File: src/hw/rtl/hmdu_pkg.sv
// ----------------------------------------------------------------------------
// HI/LO multiply/divide unit package
// Shared operation codes, widths and the command structure passed from the
// front end to the execution unit.
// ----------------------------------------------------------------------------
`default_nettype none
package hmdu_pkg;
   localparam int unsigned WORD_W = 32;
   localparam int unsigned CNT_W  = 6;

   typedef enum logic [2:0] {
      OP_MULT  = 3'd0,
      OP_MULTU = 3'd1,
      OP_DIV   = 3'd2,
      OP_DIVU  = 3'd3,
      OP_MFHI  = 3'd4,
      OP_MFLO  = 3'd5,
      OP_MTHI  = 3'd6,
      OP_MTLO  = 3'd7
   } op_type;

   typedef struct packed {
      op_type              op;
      logic [WORD_W-1:0]   a;
      logic [WORD_W-1:0]   b;
   } cmd_type;

   typedef enum logic [2:0] {
      ST_IDLE,
      ST_MUL_LL,
      ST_MUL_HI,
      ST_MUL_SUM,
      ST_DIV,
      ST_FIX,
      ST_OUT
   } state_type;
endpackage
`default_nettype wire

File: src/hw/rtl/hmdu_cmd_queue.sv
// ----------------------------------------------------------------------------
// HI/LO unit command queue
// Two-entry queue that accepts request beats and hands them to the execution
// unit, so the request side can run ahead while a divide is in progress.
// ----------------------------------------------------------------------------
`default_nettype none
module hmdu_cmd_queue (
   input  wire                   clock,
   input  wire                   reset,
   input  wire                   in_valid,
   output logic                  in_ready,
   input  hmdu_pkg::cmd_type     in_cmd,
   output logic                  out_valid,
   input  wire                   out_ready,
   output hmdu_pkg::cmd_type     out_cmd
);
   import hmdu_pkg::*;

   cmd_type    mem_ff [2];
   logic       wr_ptr_ff, wr_ptr_in, rd_ptr_ff, rd_ptr_in;
   logic [1:0] count_ff, count_in;
   logic       push, pop;

   assign in_ready  = (count_ff != 2'd2);
   assign out_valid = (count_ff != 2'd0);
   assign out_cmd   = mem_ff[rd_ptr_ff];
   assign push      = in_valid && in_ready;
   assign pop       = out_valid && out_ready;

   always_comb begin
      wr_ptr_in = push ? ~wr_ptr_ff : wr_ptr_ff;
      rd_ptr_in = pop ? ~rd_ptr_ff : rd_ptr_ff;
      count_in  = count_ff + {1'b0, push} - {1'b0, pop};
   end

   always_ff @(posedge clock) begin
      if (reset) begin
         wr_ptr_ff <= 1'b0;
         rd_ptr_ff <= 1'b0;
         count_ff  <= 2'd0;
      end else begin
         wr_ptr_ff <= wr_ptr_in;
         rd_ptr_ff <= rd_ptr_in;
         count_ff  <= count_in;
      end
   end

   always_ff @(posedge clock) begin
      if (push) begin
         mem_ff[wr_ptr_ff] <= in_cmd;
      end
   end
endmodule
`default_nettype wire

File: src/hw/rtl/hmdu_exec.sv
// ----------------------------------------------------------------------------
// HI/LO unit execution engine
// Holds HI and LO. Multiplies sum four 16x16 partial products in the states
// MUL_LL, MUL_HI and MUL_SUM; divides run a radix-2 restoring loop on the
// magnitudes. Both then pass through a sign fix-up state.
// ----------------------------------------------------------------------------
`default_nettype none
module hmdu_exec (
   input  wire                          clock,
   input  wire                          reset,
   input  wire                          cmd_valid,
   output logic                         cmd_ready,
   input  hmdu_pkg::cmd_type            cmd,
   output logic                         rsp_tvalid,
   input  wire                          rsp_tready,
   output logic [hmdu_pkg::WORD_W-1:0]  rd_out,
   output logic [hmdu_pkg::WORD_W-1:0]  hi_out,
   output logic [hmdu_pkg::WORD_W-1:0]  lo_out,
   output logic                         dz_out
);
   import hmdu_pkg::*;

   localparam int unsigned HW = WORD_W / 2;

   state_type            state_ff, state_in;
   logic [WORD_W-1:0]    hi_ff, hi_in, lo_ff, lo_in, rd_ff, rd_in;
   logic                 dz_ff, dz_in;
   logic [WORD_W-1:0]    ma_ff, ma_in, mb_ff, mb_in;
   logic                 negq_ff, negq_in, negr_ff, negr_in;
   logic [WORD_W-1:0]    rem_ff, rem_in, quo_ff, quo_in;
   logic [CNT_W-1:0]     cnt_ff, cnt_in;
   logic [2*WORD_W-1:0]  acc_ff, acc_in;
   logic [WORD_W-1:0]    pp_ff, pp_in;
   logic                 sign_a, sign_b, is_signed;
   logic [WORD_W-1:0]    abs_a, abs_b;
   logic [WORD_W:0]      trial, diff;
   logic [2*WORD_W-1:0]  prod_neg;
   logic                 negrem_ff, negrem_in;
   logic [WORD_W-1:0]    hi_fix;

   always_comb begin
      is_signed = (cmd.op == OP_MULT) || (cmd.op == OP_DIV);
      sign_a    = is_signed && cmd.a[WORD_W-1];
      sign_b    = is_signed && cmd.b[WORD_W-1];
      abs_a     = sign_a ? (~cmd.a + 1'b1) : cmd.a;
      abs_b     = sign_b ? (~cmd.b + 1'b1) : cmd.b;
      trial     = {rem_ff, ma_ff[WORD_W-1]};
      diff      = trial - {1'b0, mb_ff};
      prod_neg  = ~acc_ff + 1'b1;
   end

   always_comb begin
      state_in  = state_ff;
      hi_in     = hi_ff;
      lo_in     = lo_ff;
      rd_in     = rd_ff;
      dz_in     = dz_ff;
      ma_in     = ma_ff;
      mb_in     = mb_ff;
      negq_in   = negq_ff;
      negr_in   = negr_ff;
      rem_in    = rem_ff;
      quo_in    = quo_ff;
      cnt_in    = cnt_ff;
      acc_in    = acc_ff;
      pp_in     = pp_ff;
      cmd_ready = 1'b0;
      case (state_ff)
         ST_IDLE: begin
            cmd_ready = 1'b1;
            if (cmd_valid) begin
               rd_in   = '0;
               dz_in   = 1'b0;
               ma_in   = abs_a;
               mb_in   = abs_b;
               negq_in = sign_a ^ sign_b;
               negr_in = sign_a;
               rem_in  = '0;
               quo_in  = '0;
               cnt_in  = '0;
               case (cmd.op)
                  OP_MULT, OP_MULTU: begin
                     state_in = ST_MUL_LL;
                  end
                  OP_DIV, OP_DIVU: begin
                     if (cmd.b == '0) begin
                        lo_in    = '1;
                        hi_in    = cmd.a;
                        dz_in    = 1'b1;
                        state_in = ST_OUT;
                     end else begin
                        state_in = ST_DIV;
                     end
                  end
                  OP_MFHI: begin
                     rd_in    = hi_ff;
                     state_in = ST_OUT;
                  end
                  OP_MFLO: begin
                     rd_in    = lo_ff;
                     state_in = ST_OUT;
                  end
                  OP_MTHI: begin
                     hi_in    = cmd.a;
                     state_in = ST_OUT;
                  end
                  default: begin
                     lo_in    = cmd.a;
                     state_in = ST_OUT;
                  end
               endcase
            end
         end
         ST_MUL_LL: begin
            acc_in   = {{{HW{1'b0}}, ma_ff[WORD_W-1:HW]} * {{HW{1'b0}}, mb_ff[WORD_W-1:HW]},
                        {{HW{1'b0}}, ma_ff[HW-1:0]} * {{HW{1'b0}}, mb_ff[HW-1:0]}};
            pp_in    = {{HW{1'b0}}, ma_ff[HW-1:0]} * {{HW{1'b0}}, mb_ff[WORD_W-1:HW]};
            state_in = ST_MUL_HI;
         end
         ST_MUL_HI: begin
            acc_in   = acc_ff + ({{WORD_W{1'b0}}, pp_ff} << HW);
            pp_in    = {{HW{1'b0}}, ma_ff[WORD_W-1:HW]} * {{HW{1'b0}}, mb_ff[HW-1:0]};
            state_in = ST_MUL_SUM;
         end
         ST_MUL_SUM: begin
            acc_in   = acc_ff + ({{WORD_W{1'b0}}, pp_ff} << HW);
            negr_in  = 1'b0;
            state_in = ST_FIX;
         end
         ST_DIV: begin
            ma_in = {ma_ff[WORD_W-2:0], 1'b0};
            if (!diff[WORD_W]) begin
               rem_in = diff[WORD_W-1:0];
               quo_in = {quo_ff[WORD_W-2:0], 1'b1};
            end else begin
               rem_in = trial[WORD_W-1:0];
               quo_in = {quo_ff[WORD_W-2:0], 1'b0};
            end
            cnt_in = cnt_ff + 1'b1;
            if (cnt_ff == CNT_W'(WORD_W - 1)) begin
               acc_in   = {rem_in, quo_in};
               negr_in  = 1'b1;
               state_in = ST_FIX;
            end
         end
         ST_FIX: begin
            if (!negr_ff) begin
               {hi_in, lo_in} = negq_ff ? prod_neg : acc_ff;
            end else begin
               lo_in = negq_ff ? (~acc_ff[WORD_W-1:0] + 1'b1) : acc_ff[WORD_W-1:0];
               hi_in = hi_fix;
            end
            state_in = ST_OUT;
         end
         ST_OUT: begin
            if (rsp_tready) begin
               state_in = ST_IDLE;
            end
         end
         default: begin
            state_in = ST_IDLE;
         end
      endcase
   end

   always_comb begin
      negrem_in = negrem_ff;
      if (state_ff == ST_IDLE && cmd_valid) begin
         negrem_in = sign_a;
      end
      hi_fix = negrem_ff ? (~acc_ff[2*WORD_W-1:WORD_W] + 1'b1) : acc_ff[2*WORD_W-1:WORD_W];
   end

   always_ff @(posedge clock) begin
      if (reset) begin
         state_ff <= ST_IDLE;
         hi_ff    <= '0;
         lo_ff    <= '0;
      end else begin
         state_ff <= state_in;
         lo_ff    <= lo_in;
         hi_ff    <= hi_in;
      end
   end

   always_ff @(posedge clock) begin
      rd_ff     <= rd_in;
      dz_ff     <= dz_in;
      ma_ff     <= ma_in;
      mb_ff     <= mb_in;
      negq_ff   <= negq_in;
      negr_ff   <= negr_in;
      negrem_ff <= negrem_in;
      rem_ff    <= rem_in;
      quo_ff    <= quo_in;
      cnt_ff    <= cnt_in;
      acc_ff    <= acc_in;
      pp_ff     <= pp_in;
   end

   assign rsp_tvalid = (state_ff == ST_OUT);
   assign rd_out     = rd_ff;
   assign hi_out     = hi_ff;
   assign lo_out     = lo_ff;
   assign dz_out     = dz_ff;
endmodule
`default_nettype wire

File: src/hw/rtl/hilo_multiply_divide_unit.sv
// ----------------------------------------------------------------------------
// HI/LO multiply/divide unit
// MIPS-style HI/LO unit: multiplies, divides and moves to and from HI and LO.
// ----------------------------------------------------------------------------
// Channel | Direction | Contents
// req     | in        | tdata: mode[2:0], operand_a[34:3], operand_b[66:35]
// rsp     | out       | tdata: read_data, hi_now, lo_now, divide_by_zero
//
// A beat is registered in the queue before the engine takes it. A divide runs
// the radix-2 loop (one quotient bit per cycle) and the sign fix-up state, a
// multiply three product states and fix-up; moves and zero divisors skip these.
// It takes the next command the cycle after the result beat.
// Reset is synchronous and clears HI, LO and the queue.
// A stalled result holds the engine; the two-entry queue takes beats until full.
// ----------------------------------------------------------------------------
`default_nettype none
module hilo_multiply_divide_unit (
   input  wire          clock,
   input  wire          reset,
   input  wire          req_tvalid,
   output logic         req_tready,
   // mode [2:0], operand_a [34:3], operand_b [66:35], zero fill [71:67]
   input  wire  [71:0]  req_tdata,
   output logic         rsp_tvalid,
   input  wire          rsp_tready,
   // read_data [31:0], hi_now [63:32], lo_now [95:64], divide_by_zero [96],
   // zero fill [103:97]
   output logic [103:0] rsp_tdata
);
   import hmdu_pkg::*;

   cmd_type           in_cmd, q_cmd;
   logic              q_valid, q_ready, dz;
   logic [WORD_W-1:0] rd, hi, lo;

   assign in_cmd.op = op_type'(req_tdata[2:0]);
   assign in_cmd.a  = req_tdata[34:3];
   assign in_cmd.b  = req_tdata[66:35];

   hmdu_cmd_queue u_queue (
      .clock     (clock),
      .reset     (reset),
      .in_valid  (req_tvalid),
      .in_ready  (req_tready),
      .in_cmd    (in_cmd),
      .out_valid (q_valid),
      .out_ready (q_ready),
      .out_cmd   (q_cmd)
   );

   hmdu_exec u_exec (
      .clock      (clock),
      .reset      (reset),
      .cmd_valid  (q_valid),
      .cmd_ready  (q_ready),
      .cmd        (q_cmd),
      .rsp_tvalid (rsp_tvalid),
      .rsp_tready (rsp_tready),
      .rd_out     (rd),
      .hi_out     (hi),
      .lo_out     (lo),
      .dz_out     (dz)
   );

   assign rsp_tdata = {7'd0, dz, lo, hi, rd};
endmodule
`default_nettype wire

File: config.mk
export PLATFORM = sky130hd
export DESIGN_NAME = hilo_multiply_divide_unit
export DESIGN_NICKNAME = d
export VERILOG_FILES = /design/src/hw/rtl/hmdu_pkg.sv /design/src/hw/rtl/hmdu_cmd_queue.sv /design/src/hw/rtl/hmdu_exec.sv /design/src/hw/rtl/hilo_multiply_divide_unit.sv
export SDC_FILE = /design/constraint.sdc
export NUM_CORES = 2
export LEC_CHECK = 0
export BUFFER_PORTS_ARGS = -buffer_cell sky130_fd_sc_hd__buf_2
export CORE_AREA = 2 2 319 321
export DETAILED_ROUTE_END_ITERATION = 6
export DIE_AREA = 0 0 321 323
export PLACE_DENSITY = 0.79
export RECOVER_POWER = 100
export SYNTH_ARGS = -nofsm -noshare
export SYNTH_HDL_FRONTEND = slang
export SYNTH_SLANG_ARGS = --single-unit
File: constraint.sdc
create_clock -name clock -period 19.4 [get_ports clock]
set_input_delay 0.97 -clock clock [delete_from_list [all_inputs] [get_ports clock]]
set_output_delay 0.97 -clock clock [all_outputs]
set_load 0.02 [all_outputs]
==> summary.md <==
| Metric | Value |
|---|---|
| Status | finished, violations left |
| Failing checks | max-capacitance violations, max-slew violations |
| Die ar. | 103,700 um^2 |
| GR Layer Usage met1 | 42.15% |
| DRC Markers | 0 |
| Total CTS buffers | 49 |
| Setup violators final | 0 |
| Post-Route Skew | 26.40 ps |
| PostCTS Resize Cnt | 0 |
| DRT iter0 DRCs | 4,229 |
| Post-synthesis cell area | 59,620 um^2 |
| Die W | 321 um |
| CTS sink cnt | 471 |
| Worst-margin pin slew | 4367 ps |
| Slew Limit Fails | 1,054 |
| Worst Path Arrival | 10,180 ps |
| Area growth, synth to finish | 5.205% |
| Initial antenna violation count | 2 |
| Max-Cap Viols | 22 |
| Hold bufs inserted after CTS | 0 |
| Largest net degree at the start of global routing | 75 |
| Most used DFF post-synth | edfxtp_1 |
| Via/cell ratio | 6.050 |
| RR Startpoint | u_exec.state_ff[0] |
| Simple-gate area share of the yosys netlist | 16.22% |
| Final RePlAce weighted congestion | 0.9612 |
| GRT Total Usage | 32.44% |
| Post-synth EDFFs | 399 |
| Worst Path Required | 19,520 ps |
| First drt pass iteration count | 6 |
| Fin nets | 7,741 |
| Post-Route WL | 165,700 um |
| Critical Path Sink Type | flop |
| Sequential fraction of the synthesis area | 22.52% |
| R2r setup slk | 9340 ps |
| Syn Inst Count | 6,427 |
| CTS tree | done |
| H-Tree Level Count | 2 |
| Core Box Area | 100,700 um^2 |
| Post-Synth XOR/XNOR Area | 4.114% |
| WL/cell | 21.39 um |
| Fmax | 0.09936 GHz |
| Detailed Place HPWL | 123,900 um |
| Vias in the first global route | 47,807 |
| Rows | 117 |
| Mux cell area share after synthesis | 1.962% |
| PortBufs | 169 |
| Critical path class | flop to flop |
| Crit-path max FO | 74 |
| Worst-case clock buffer depth | 3 |
| Clock Latency Late Sink | 630 ps |
| Final Hold Fails | 0 |
| Register bit total from synthesis | 471 |
| Max_slew headroom | -191.2% |
| Count of cell types in the netlist | 89 |
| Total I/O pin count | 182 |
| Post-CTS Setup Bufs | 0 |
| R2r endpoint | u_exec.rem_ff[1] |
| Largest family of logic cells by synthesized area | adder cells |
| Global-route wire length before repair | 261,900 um |
| Grt ovf | 0 |
| Synth Area in Compound Gates | 10.26% |
| Hold depth | 2 |
| Met2 Track Usage GR | 53.26% |
| Post-route minimum period | 10,060 ps |
| Grt peak-use layer | met2 |
| R2R cell count | 6 |
| Clock root cell | clkbuf_16 |
| Share of cells above drive strength 1 | 3.387% |
| Hold wc startpoint | u_exec.hi_out[31] |
| YS warnings | 0 |
| Startpoint types | flop |
| Die H | 323 um |
| Avg Inst Size Synth | 9.276 um^2 |
| Final period util | 51.88% |
| GR Layer Usage met3 | 5.804% |
| TNS Setup | 0 ps |
| Tightest Hold Check Type | flop to flop |
| Starting Density | 59.19% |
| DR vias | 46,872 |
| Clk pin slew, worst setup/hold paths | 60 ps |
| Post-synth ARST share | 0% |
| Worst Hold End | u_exec.hi_out[31] |
| Routed Antenna Nets | 0 |
| Adder-cell area share of the yosys netlist | 36.37% |
| RSZ-0062 raised after global routing | no |
metrics by stage:
step | cell area, um^2 | setup WS [ps] | utilization (%) | instances | hold WS, ps
floorplan | 59640 | 12830 | - | 6433 | 481.3
global placement | 61530 | 11880 | 61.09 | 7657 | 459.8
detailed placement | 61530 | 11770 | 61.09 | 7657 | 465.2
CTS | 63030 | 11750 | 62.58 | 7746 | 475.1
global route | 62710 | 8878 | 62.27 | 7746 | 496.1
finish | 62720 | 9336 | 62.27 | 7748 | 474.1
critical path, cell delays in order (launching register included):
cell and delay, ps:
dfxtp_1 560, nor2_1 440, clkbuf_1 1230, nand2_1 1320, clkbuf_1 1220, nand2_1 1480
clkbuf_1 3120
cells in the final DEF, fill, tap and decap left out, types with 17 or more instances in the layout:
cell type and n:
nand2_1 853, o21a_1 25, buf_4 72, and3_1 62, o31ai_1 32, a21oi_1 292, nand3_1 48, xnor2_1 144
or3_1 24, nor4_1 24, o22ai_1 17, a221o_1 28, nor2b_1 26, mux2i_1 109, buf_2 27, a31oi_1 35
o211ai_1 38, a22o_1 34, o21ai_0 155, xor2_1 136, nor3_1 91, and2_1 465, ha_1 488, clkbuf_16 49
a211oi_1 41, nand2b_1 21, inv_1 989, a21o_1 87, fa_1 778, dfxtp_1 72, nor2_1 301, o21bai_1 30
nor3b_1 22, edfxtp_1 399, clkbuf_1 180
flip-flops by register name, indices dropped and copies added, names as in the netlist, 31 cells and up, named ones only:
signal          cells
u_exec.quo_ff      31
u_exec.rem_ff      32
u_exec.acc_ff      64
u_exec.lo_out      32
u_exec.ma_ff       32
u_exec.hi_out      32
u_queue.mem_ff    134
u_exec.mb_ff       32
u_exec.rd_out      32
u_exec.pp_ff       32
metal layers:
metal	share of wire [%]	wire length, um	up-vias
met5	0.0078	13	-
met4	5.1	8460	2
met3	9.5	15700	440
met2	47	77530	2358
met1	39	64020	23280
li1	-	-	20792
cell families (layout without fill, tap and decap cells):
group / after synthesis / count (layout)
AOI/OAI and AO/OA: 934 / 934
xor gates and xnor gates: 280 / 280
adders and majority gates: 1266 / 1266
buffers and inverters: 1340 / 1344
DFF: 471 / 471
muxes: 116 / 116
other: 1 / 9
and+or+nand+nor: 2019 / 2019
layout make-up:
class                   instances  area, um^2
well taps                    1309        1638
diodes                          2       5.005
flip-flops and latches        471       13420
repair buffers                264        1295
fillers                      8317       38000
clock inverters                22       181.4
inverters                     991        3720
multi-input cells            4622       41130
clock buffers                  67        1324
worst max-delay path by stage:
stage                             startpoint               end  slack, ps
final                     u_exec.state_ff[0]  u_exec.rem_ff[1]       9340
after global routing      u_exec.state_ff[0]  u_exec.rem_ff[1]       8880
after CTS                   u_exec.ma_ff[26]  u_exec.pp_ff[25]      11750
after detailed placement    u_exec.ma_ff[26]  u_exec.pp_ff[25]      11770
after global placement      u_exec.ma_ff[26]  u_exec.pp_ff[25]      11880
after floorplan             u_exec.mb_ff[22]  u_exec.pp_ff[26]      12830
synth_stat cells, drive strengths merged (15+ instances only):
cell type / number / share of area (%)
inv: 990 / 6.2
nand2: 854 / 5.4
fa: 778 / 26
ha: 488 / 10
and2: 472 / 5.0
edfxtp: 399 / 20
clkbuf: 309 / 1.9
nor2: 308 / 1.9
a21oi: 292 / 2.5
o21ai: 159 / 1.3
xnor2: 144 / 2.1
xor2: 136 / 2.0
mux2i: 109 / 1.8
nor3: 92 / 0.78
a21o: 87 / 1.1
dfxtp: 72 / 2.4
and3: 63 / 0.66
nand3: 48 / 0.40
a211oi: 41 / 0.52
buf: 40 / 0.37
o211ai: 38 / 0.48
a31oi: 35 / 0.37
a22o: 34 / 0.50
o31ai: 32 / 0.40
o21bai: 31 / 0.41
a221o: 28 / 0.47
nor2b: 26 / 0.27
o21a: 26 / 0.33
or3: 25 / 0.27
nor4: 24 / 0.25
nor3b: 23 / 0.30
nand2b: 21 / 0.22
o22ai: 17 / 0.18
nand4: 15 / 0.16
Power is not shown: default switching activity piles up to over one toggle a cycle in this logic, so the estimate is an artifact.
